`src/sv/cms_mod.sv`:
```
// ----------------------------------------------------------------------------
// cms_mod: restoring remainder unit
// 32-bit hash modulo an 11-bit divisor, one quotient bit per cycle.
// ----------------------------------------------------------------------------
`default_nettype none
module cms_mod (
  input  wire logic        clk,
  input  wire logic        rst,
  input  wire logic        start,
  input  wire logic [31:0] dividend,
  input  wire logic [10:0] divisor,
  output logic             done,
  output logic [10:0]      rem
);
  logic [31:0] shreg;
  logic [11:0] acc;
  logic [5:0]  cnt;
  logic        busy;
  logic [11:0] trial;
  logic [12:0] diff;

  // shift in next bit, subtract when it fits
  always_comb begin
    trial = {acc[10:0], shreg[31]};
    diff  = {1'b0, trial} - {2'b00, divisor};
  end

  always_ff @(posedge clk) begin
    if (rst) begin
      busy <= 1'b0;
      done <= 1'b0;
      cnt  <= '0;
    end else begin
      done <= 1'b0;
      if (start) begin
        busy  <= 1'b1;
        cnt   <= 6'd0;
        shreg <= dividend;
        acc   <= '0;
      end else if (busy) begin
        shreg <= {shreg[30:0], 1'b0};
        acc   <= diff[12] ? trial : diff[11:0];
        cnt   <= cnt + 6'd1;
        if (cnt == 6'd31) begin
          busy <= 1'b0;
          done <= 1'b1;
        end
      end
    end
  end

  assign rem = acc[10:0];
endmodule
`default_nettype wire

```
`config.mk`:
```
export PLATFORM = sky130hd
export DESIGN_NAME = cms_mod
export DESIGN_NICKNAME = d
export VERILOG_FILES = /design/src/sv/cms_mod.sv
export SDC_FILE = /design/constraint.sdc
export NUM_CORES = 1
export LEC_CHECK = 0
export BUFFER_PORTS_ARGS = -buffer_cell sky130_fd_sc_hd__buf_4
export CAP_MARGIN = 25
export CORE_ASPECT_RATIO = 1.1
export CORE_UTILIZATION = 50
export CTS_CLUSTER_DIAMETER = 120
export DETAILED_ROUTE_END_ITERATION = 8
export PLACE_DENSITY = 0.77
export SETUP_SLACK_MARGIN = 0.02
export SYNTH_ARGS = -nofsm -noshare
export SYNTH_HDL_FRONTEND = slang
export SYNTH_SLANG_ARGS = --single-unit
```
`constraint.sdc`:
```
create_clock -name clk -period 3.1 [get_ports clk]
set_input_delay 0.62 -clock clk [delete_from_list [all_inputs] [get_ports clk]]
set_output_delay 0.62 -clock clk [all_outputs]
set_load 0.05 [all_outputs]
```
==> results.py, run 1 <==
metrics = {
    "run_status": {
        "status": "complete, no violations",
    },
    "sta": {
        "hold_ws_ps": 477,
        "fmax_mhz": 432,
        "slew_headroom_pct": 63.8,
        "finalSetupViolCount": 0,
        "tns_ps": 0,
        "hold_viol_final": 0,
        "period_needed_ps": 2310,
        "drv_slew": 0,
        "skew_ps": 5.31,
        "rsz0062_at_grt": "no",
        "worst_slack_ps": 785,
        "tightest_slew_ps": 542,
        "timing.final.crit_share_pct": 74.7,
    },
    "floorplan": {
        "dieHeight_um": 81.2,
        "die_area_sq_mm": 0.00601,
        "initial_core_util_pct": 52.5,
        "rows": 28,
        "io_pins": 58,
        "die_w_um": 74.0,
        "core_sq_mm": 0.00543,
    },
    "global_routing": {
        "grt_pass1_wl_um": 8650,
        "antenna_found_initial": 0,
        "grt_max_degree": 48,
        "grtUsageTotal_pct": 19.2,
        "grt_pass1_vias": 1919,
        "gr-total-overflow": 0,
    },
    "logic_synthesis": {
        "syn_inst": 235,
        "yosysWarnings": 0,
        "synth_ff_type": "edfxtp_1",
        "ys_ff_latch": 51,
        "synth_edf_count": 43,
        "synthArstFlopShare_pct": 0,
        "syn_nets": 294,
        "yosysUniqueCellTypes": 51,
        "syn_area_sq_mm": 0.00285,
        "seq_area_frac_synth_pct": 50.9,
        "syn_avg_cell_area_sq_um": 12.1,
    },
    "clock_tree": {
        "clock-root-buffer": "clkbuf_8",
        "htreeDepth": 2,
        "cts_made_buffers": 5,
        "cts_resized": 0,
        "cts_tree": "built",
        "cts_num_sinks": 51,
        "cts_hold_buf": 0,
        "clk_pin_slew_worst_paths_ps": 90,
        "cts_buffer_depth": 2,
        "cts_setup_buffers": 0,
        "clock_latency_ps": 300,
    },
    "finish": {
        "fin_nets": 349,
        "syn2layout_area_growth_pct": 20.7,
        "num_antenna_cells": 0,
        "layout-drive-gt1-share_pct": 38.5,
        "utilization_pct": 63.3,
    },
    "routing": {
        "wl_um": 5360,
        "drt_pass1_iterations": 4,
        "wire_per_inst_um": 14.6,
        "routed_via_density": 5.52,
        "drtIter0Drc": 112,
        "dr_total_vias": 2020,
        "remaining_drc_errors": 0,
        "postRouteAntennaNets": 0,
    },
    "critical_path": {
        "worstPathArrival_ps": 2430,
        "r2r_slack_ps": 800,
        "critPathCaptureType": "flop",
        "reg2reg_depth": 8,
        "start_kind": "input port",
        "timing.rr.end": "acc[1]",
        "crit_type": "in2reg",
        "crit_required_ps": 3220,
        "critPathMaxFanout": 10,
        "r2r-start": "shreg[31]",
    },
    "worst_hold_path": {
        "whs_path_depth": 1,
        "hp-class": "reg2reg",
        "hp-start": "cnt[5]",
        "min_to": "done",
    },
    "placement": {
        "post-dp-hpwl_um": 3940,
        "io_buffers": 57,
        "gp_congestion": 0.845,
        "detailedPlace.worstSlack_ps": 504,
    },
    "power": {
        "power_density_mw_per_mm2": 471,
        "leakagePower_uw": 0.00135,
        "vdd_drop_max_v": 0.000381,
    },
    "flow_run": {
        "maxCapViolCount": 0,
    },
}
## cells in the final DEF (no fill, tap or decap), types with 2 or more instances in the layout
master    netlist  final
nand4_1         4      4
a21o_1          2      2
nand3_1         7      7
a21oi_1        12     12
nor4_1          2      2
a21oi_2         2      2
a211oi_1        4      4
dfxtp_1         8      8
o211ai_1        3      3
o21ai_0         9      9
a211o_1         2      2
or3_1           2      2
xnor2_1         3      3
a21boi_4        2      2
edfxtp_1       43     43
clkbuf_8        0      6
nor3_1          5      5
nor2_1         13     12
nand2_1         8      8
o21a_1          3      3
mux2_2         31     31
mux2i_1         2      2
nor2b_1         4      4
xor2_1          3      3
ha_1           12     12
inv_1          14     14
buf_4           0     59
## through the flow
step                      power (uW)  area [sq um]  instances
after floorplan                 1130          2850        235
after global placement          1240          3350        358
after detailed placement        1250          3350        358
after CTS                       1630          3440        366
after global routing            1700          3440        366
final                           1620          3440        366
## registers in the layout, summed over array words and instances, names as in the netlist
name,cells
cnt,6
shreg,32
acc,11
busy,1
done,1
## area by class of cell
class	instances	area, sq um
Timing Repair Buffer	59	443
Multi-Input combinational cell	159	1310
Sequential cell	51	1450
Inverter	14	52.6
Clock buffer	6	82.6
Tap cell	75	93.8
Clock inverter	2	11.3
Fill cell	451	1990
## worst max path at each step
stage,start,to,slack (ps),cells past startpoint
final,divisor[0],acc[1],790,8
after floorplan,start,acc[0],580,3
after CTS,divisor[0],acc[1],810,8
after global routing,shreg[31],acc[1],670,8
after global placement,divisor[0],acc[1],560,8
after detailed placement,divisor[0],acc[1],500,8
## worst max-delay path, cell delays in order
cell and delay, ps:
buf_4 110, ha_1 210, fa_1 400, nor2b_1 350, o31ai_4 130, a21boi_4 290, nor3_1 80, a211oi_1 240
## Yosys cell counts, drive strengths merged, types with 2 or more instances
library cell | number | area, sq um
a211o | 2 | 17.5
a211oi | 4 | 30.0
a21boi | 2 | 37.5
a21o | 2 | 15.0
a21oi | 14 | 77.6
buf | 6 | 30.0
clkbuf | 5 | 18.8
dfxtp | 8 | 160
edfxtp | 43 | 1290
ha | 12 | 150
inv | 14 | 52.6
mux2 | 31 | 349
mux2i | 2 | 20.0
nand2 | 9 | 36.3
nand3 | 7 | 35.0
nand4 | 4 | 25.0
nor2 | 14 | 55.1
nor2b | 4 | 25.0
nor3 | 5 | 25.0
nor4 | 2 | 12.5
o211ai | 3 | 22.5
o21a | 3 | 22.5
o21ai | 11 | 70.1
o311ai | 2 | 17.5
o31a | 3 | 36.3
or3 | 2 | 12.5
xnor2 | 3 | 26.3
xor2 | 3 | 26.3
## metal layers
metal	share of wire, %	global-route usage [%]	vias up	wire length, um
met2	51	32.9	57	2720
li1	-	-	997	-
met5	0	0	-	0
met4	1.4	6.15	0	77
met3	5.8	4.34	7	313
met1	42	24.0	959	2250
## cells by family (layout without fill, tap and decap cells)
logic type	Yosys count	after routing	synth area share, %
DFF	51	51	50.9
muxes	33	33	12.9
xor gates and xnor gates	6	6	1.84
buffers and inverters	25	81	3.56
and+or+nand+nor	54	54	9.70
AOI/OAI and AO/OA	53	53	15.1
adders and majority gates	13	13	5.97
## power by group
group / internal, uW / switching (uW)
Clock: 179 / 213
Combinational: 182 / 221
Sequential: 801 / 23.5
Total: 1160 / 458
No activity file was read; power rests on OpenSTA's default activity.
==> run 2: changes to the inputs <==
- ABC_AREA: unset -> 1
- PLACE_DENSITY: 0.77 -> 0.76
- clock period: 3.1 -> 1.9 ns (I/O delays scaled with it)
==> run 2 against run 1 <==
- the flow now finishes with violations (negative setup slack)
- sequential power up 64%
- sequential share of layout area fell by 6.1 points
- design area increased by 17%
- first-iteration DRC count is 67% higher
- register-to-register slack lost 810 ps
- core utilization increased by 10 points
- count of clock-buffer cells in the layout unchanged
- global-route usage up 3.3 points
- critical endpoint is now acc[8]
==> results.py, run 2 <==
metrics = {
    "global_routing": {
        "grtUsageTotal_pct": 22.6,
        "grt_max_degree": 35,
        "grt_pass1_vias": 2424,
        "gr-total-overflow": 0,
        "antenna_found_initial": 0,
        "grt_pass1_wl_um": 10300,
    },
    "critical_path": {
        "crit_required_ps": 1970,
        "max_stage_delay_ps": 360,
        "path_cells": "inv_1, ha_2, fa_2, inv_2, nand3_4, nand3_4, buf_6, nand2_1, nand3_1, nand2_1, nor2_2, nor2_1",
        "crit_type": "reg2reg",
        "critPathMaxFanout": 3,
        "cp_slowest_cell": "edfxtp_1",
        "worstPathArrival_ps": 1980,
        "r2r_slack_ps": -10,
        "critPathCaptureType": "flop",
        "start_kind": "flop",
    },
    "logic_synthesis": {
        "seq_area_frac_synth_pct": 50.2,
        "synthMuxAreaShare_pct": 0,
        "synth_top_area_share_pct": 44.6,
        "synthXorXnorAreaFrac_pct": 0.908,
        "synth.most_common_cell": "nand2_1",
        "syn_avg_cell_area_sq_um": 8.06,
        "synth_compound_area_share_pct": 3.68,
        "synth_edf_count": 43,
        "synthArstFlopShare_pct": 0,
        "synth-adder-area-share_pct": 5.88,
        "yosysTopAreaCell": "edfxtp_1",
        "synth_top_family_by_area": "simple AND/OR/NAND/NOR gates",
        "synth-simple-area-share_pct": 31.4,
        "netlist_top_cells_count": "nand2_1 (155), inv_1 (46), edfxtp_1 (43)",
        "synth_ff_type": "edfxtp_1",
        "syn_inst": 359,
        "synth_area_leaders": "edfxtp_1 (45%), nand2_1 (20%), inv_1 (6.0%), dfxtp_1 (5.5%), ha_1 (5.2%)",
        "syn_area_sq_mm": 0.00289,
        "syn_nets": 418,
        "yosysWarnings": 0,
        "ys_ff_latch": 51,
        "yosysUniqueCellTypes": 27,
    },
    "clock_tree": {
        "htreeDepth": 2,
        "cts_buffer_depth": 2,
        "clock_latency_ps": 310,
        "clk_pin_slew_worst_paths_ps": 90,
        "cts_num_sinks": 51,
        "cts_tree": "built",
        "clock-root-buffer": "clkbuf_8",
        "cts_made_buffers": 5,
        "cts_hold_buf": 0,
    },
    "placement": {
        "gp_congestion": 0.849,
        "post-dp-hpwl_um": 4500,
        "io_buffers": 57,
        "detailedPlace.worstSlack_ps": -241,
    },
    "sta": {
        "finalSetupViolCount": 1,
        "rsz0062_at_grt": "yes",
        "slew_headroom_pct": 78.5,
        "skew_ps": 11.9,
        "hold_viol_final": 0,
        "tns_ps": -13.5,
        "period_needed_ps": 1910,
        "timing.final.crit_share_pct": 101,
        "fmax_mhz": 523,
        "worst_slack_ps": -13.5,
        "tightest_slew_ps": 323,
        "drv_slew": 0,
    },
    "finish": {
        "layout_commonest_cell": "nand2_1",
        "nFillCells": 426,
        "top_regs": "shreg: 32 flops, acc: 11 flops, cnt: 6 flops",
        "num_antenna_cells": 0,
        "syn2layout_area_growth_pct": 38.9,
        "final-seq-area_sq_mm": 0.00145,
        "multiInputGateArea_sq_mm": 0.00145,
        "layout-drive-gt1-share_pct": 33.3,
        "largest_register_ffs": 32,
        "fin_nets": 514,
        "regMostFlops": "shreg",
        "mostFrequentLayoutCells": "nand2_1 (152), buf_4 (95), inv_1 (43), edfxtp_1 (43), nor2_1 (17)",
    },
    "routing": {
        "drtIter0Drc": 187,
        "postRouteAntennaNets": 0,
        "wire_per_inst_um": 11.9,
        "dr_total_vias": 2594,
        "routed_via_density": 4.89,
        "remaining_drc_errors": 0,
        "wl_um": 6300,
        "drt_pass1_iterations": 4,
    },
    "floorplan": {
        "die_w_um": 74.5,
        "dieHeight_um": 81.8,
        "io_pins": 58,
        "die_area_sq_mm": 0.00609,
        "core_sq_mm": 0.00547,
        "rows": 28,
        "initial_core_util_pct": 52.9,
    },
    "run_status": {
        "status": "finished with violations",
        "violations": "negative setup slack",
    },
    "power": {
        "vdd_drop_max_v": 0.000534,
        "power_density_mw_per_mm2": 759,
        "leakagePower_uw": 0.00198,
    },
    "worst_hold_path": {
        "hp-class": "in2reg",
    },
    "flow_run": {
        "maxCapViolCount": 0,
    },
}
run 2: cell types whose count changed after synthesis, sizes merged, moves of 3 or more:
cell | before | now
o21ai | 11 | 8
nor2b | 4 | 0
o31a | 3 | 0
a21oi | 14 | 11
nand2 | 9 | 160
o211ai | 3 | 0
o21a | 3 | 0
inv | 14 | 46
nand3 | 7 | 14
a211oi | 4 | 1
nor2 | 14 | 31
buf | 6 | 3
mux2 | 31 | 0
run 2: per-stage QoR:
| step | cells | util, % | cell area (sq um) | power, uW | hold slack, ps |
|---|---|---|---|---|---|
| after global placement | 517 | 68.2 | 3720 | 2160 | 458 |
| after global routing | 531 | 73.5 | 4020 | 3210 | 329 |
| final | 531 | 73.5 | 4020 | 3050 | 337 |
| after detailed placement | 517 | 68.2 | 3720 | 2180 | 475 |
| after CTS | 529 | 72.0 | 3940 | 3020 | 329 |
| after floorplan | 359 | - | 2990 | 1880 | 443 |
run 2: timing repair:
action,in CTS,in global routing
endpoints found under the setup margin,10,11
gates cloned,2,0
setup buffers,2,2
pin swaps,4,9
gates resized for setup,11,14
run 2: area by class of cell:
type / instances / share of cell area, %
Inverter: 47 / 4.48
Sequential cell: 51 / 36.1
Clock buffer: 6 / 2.06
Clock inverter: 2 / 0.965
Tap cell: 75 / 2.34
Timing Repair Buffer: 96 / 18.0
Multi-Input combinational cell: 254 / 36.0
run 2: worst max-delay path, delay by kind of cell, from the launching register on:
kind / cells / cell delay [ps]
fa+ha+maj: 2 / 520
buf+inv: 3 / 250
flops: 1 / 360
simple gates: 7 / 540
run 2: where the power goes:
part / switching [uW] / internal, uW / total, uW
registers: 37.9 / 1310 / 1350
logic: 496 / 403 / 899
clock network: 370 / 434 / 803
run 2: worst paths after layout:
path / to / cells past startpoint / start
min reg2reg: cnt[1] / 2 / cnt[1]
max reg2reg: acc[8] / 12 / shreg[31]
max: acc[8] / 12 / shreg[31]
min: shreg[0] / 3 / dividend[0]
run 2: cells by family after synthesis:
family          after synthesis
compound gates               20
simple gates                216
xor+xnor                      3
flops                        51
buf+inv                      56
fa+ha+maj                    13
run 2: routing by layer:
metal / vias up / wire, um / GRT usage (%)
li1: 1334 / - / -
met1: 1174 / 2690 / 27.8
met2: 67 / 3150 / 38.7
met3: 19 / 283 / 3.68
met4: 0 / 175 / 9.81
met5: - / 0 / 0
==> run 3: changes to the inputs <==
- ABC_AREA: 1 -> unset
- ABC_CLOCK_PERIOD_IN_PS: unset -> 1690
- PLACE_DENSITY: 0.76 -> 0.77
- clock period: 1.9 -> 1.69 ns (I/O delays scaled with it)
==> run 3 against run 2 <==
- the flow still finishes with violations (negative setup slack)
- die area shrank 1.4%
- combinational power grew 18%
- critical path depth shrank 4
- clock power shrank 8.8%
- cell count shrank 22%
- non-clock buffer count grew 10
- flip-flop and latch count is the same
- critical endpoint unchanged
- largest power group unchanged
==> results.py, run 3 (synthesized netlist as in run 1, its figures left out) <==
metrics = {
    "critical_path": {
        "r2r-start": "acc[0]",
        "reg2reg_depth": 8,
        "r2r_slack_ps": -370,
        "start_kind": "flop",
        "critPathCaptureType": "flop",
        "crit_required_ps": 1850,
        "timing.rr.end": "acc[8]",
        "cp-endpoint": "acc[8]",
        "crit_type": "reg2reg",
        "worstSetupStartpoint": "acc[0]",
        "critPathMaxFanout": 3,
        "worstPathArrival_ps": 2220,
    },
    "global_routing": {
        "grt_max_degree": 35,
        "grt_pass1_wl_um": 9980,
        "antenna_found_initial": 0,
        "grtUsageTotal_pct": 22.0,
        "grt_pass1_vias": 2191,
        "gr-total-overflow": 0,
    },
    "sta": {
        "finalSetupViolCount": 11,
        "worst_slack_ps": -366,
        "skew_ps": 1.72,
        "rsz0062_at_grt": "yes",
        "timing.final.crit_share_pct": 122,
        "period_needed_ps": 2060,
        "tightest_slew_ps": 386,
        "hold_viol_final": 0,
        "tns_ps": -3360,
        "slew_headroom_pct": 74.3,
        "drv_slew": 0,
        "fmax_mhz": 486,
    },
    "worst_hold_path": {
        "hp-class": "in2reg",
    },
    "clock_tree": {
        "htreeDepth": 2,
        "cts_made_buffers": 5,
        "clock_latency_ps": 300,
        "cts_num_sinks": 51,
        "clk_pin_slew_worst_paths_ps": 100,
        "cts_buffer_depth": 2,
        "clock-root-buffer": "clkbuf_8",
        "cts_tree": "built",
    },
    "floorplan": {
        "die_w_um": 74.0,
        "die_area_sq_mm": 0.00601,
        "initial_core_util_pct": 52.5,
        "core_sq_mm": 0.00543,
        "io_pins": 58,
        "rows": 28,
        "dieHeight_um": 81.2,
    },
    "finish": {
        "mostFrequentLayoutCells": "buf_4 (100), edfxtp_1 (43), mux2_2 (31)",
        "layout-drive-gt1-share_pct": 55.3,
        "largest_register_ffs": 32,
        "num_antenna_cells": 0,
        "fin_cells": 413,
        "final-seq-area_sq_mm": 0.00145,
        "nFillCells": 369,
        "top_regs": "shreg: 32 flops, acc: 11 flops, cnt: 6 flops",
        "multiInputGateArea_sq_mm": 0.00153,
        "regMostFlops": "shreg",
        "layout_commonest_cell": "buf_4",
        "fin_nets": 396,
        "syn2layout_area_growth_pct": 42.2,
    },
    "placement": {
        "post-dp-hpwl_um": 4390,
        "io_buffers": 57,
        "placedCellCount": 397,
        "gp_congestion": 0.838,
    },
    "power": {
        "power_density_mw_per_mm2": 814,
        "leakagePower_uw": 0.00163,
        "vdd_drop_max_v": 0.000786,
    },
    "run_status": {
        "violations": "negative setup slack",
        "status": "finished with violations",
    },
    "routing": {
        "postRouteAntennaNets": 0,
        "wl_um": 6410,
        "remaining_drc_errors": 0,
        "dr_total_vias": 2284,
        "drtIter0Drc": 165,
        "wire_per_inst_um": 15.5,
        "drt_pass1_iterations": 4,
        "routed_via_density": 5.53,
    },
    "flow_run": {
        "maxCapViolCount": 0,
    },
}
run 3: area by class of cell:
| type | instances | share of cell area [%] |
|---|---|---|
| Multi-Input combinational cell | 159 | 37.7 |
| Sequential cell | 51 | 35.8 |
| Timing Repair Buffer | 106 | 20.6 |
| Tap cell | 75 | 2.32 |
| Clock buffer | 5 | 1.70 |
| Inverter | 14 | 1.30 |
| Clock inverter | 3 | 0.556 |
run 3: worst min-delay path by stage:
stage	to	from	slack (ps)	depth (start not counted)
final	shreg[0]	dividend[0]	310	2
after global routing	shreg[0]	dividend[0]	300	2
after CTS	shreg[0]	dividend[0]	300	2
after detailed placement	done	cnt[5]	460	1
after global placement	done	cnt[5]	460	1
after floorplan	done	cnt[5]	430	1
run 3: critical path, stage by stage, from the launching register on:
cell and delay [ps]:
edfxtp_1 430, buf_4 170, inv_2 50, fa_2 220, nor2b_4 60, o31a_4 300
o311ai_1 320, o211ai_1 170, a21oi_2 180
run 3: metrics by stage:
step / hold slack (ps) / total power, uW / util (%) / setup WS [ps] / instance area [sq um]
after floorplan: 431 / 2110 / - / -579 / 2940
after global placement: 458 / 2450 / 68.8 / -432 / 3740
after detailed placement: 456 / 2460 / 68.8 / -444 / 3740
after CTS: 300 / 3260 / 73.4 / -382 / 3980
after global routing: 300 / 3440 / 74.6 / -447 / 4050
final: 312 / 3300 / 74.6 / -366 / 4050
run 3: power by group:
| part | switching [uW] | leakage [uW] | internal, uW | total, uW |
|---|---|---|---|---|
| logic | 525 | 0.00110 | 534 | 1060 |
| clock network | 431 | 0.0000489 | 300 | 732 |
| registers | 40.4 | 0.000478 | 1470 | 1510 |
run 3: layer usage:
metal	routed length [um]	share of wire (%)	GRT usage [%]	vias to the layer above
met1	2730	43	27.4	1099
met4	117	1.8	6.54	0
met3	356	5.6	4.59	12
met5	0	0	0	-
li1	-	-	-	1090
met2	3200	50	38.0	83
run 3: repair_timing:
item,in CTS,in global routing
hold buffers,0,0
endpoints found under the setup margin,11,12
resized for setup,24,12
pin swaps,19,11
endpoints found under the hold margin,0,0
buffers inserted,8,0
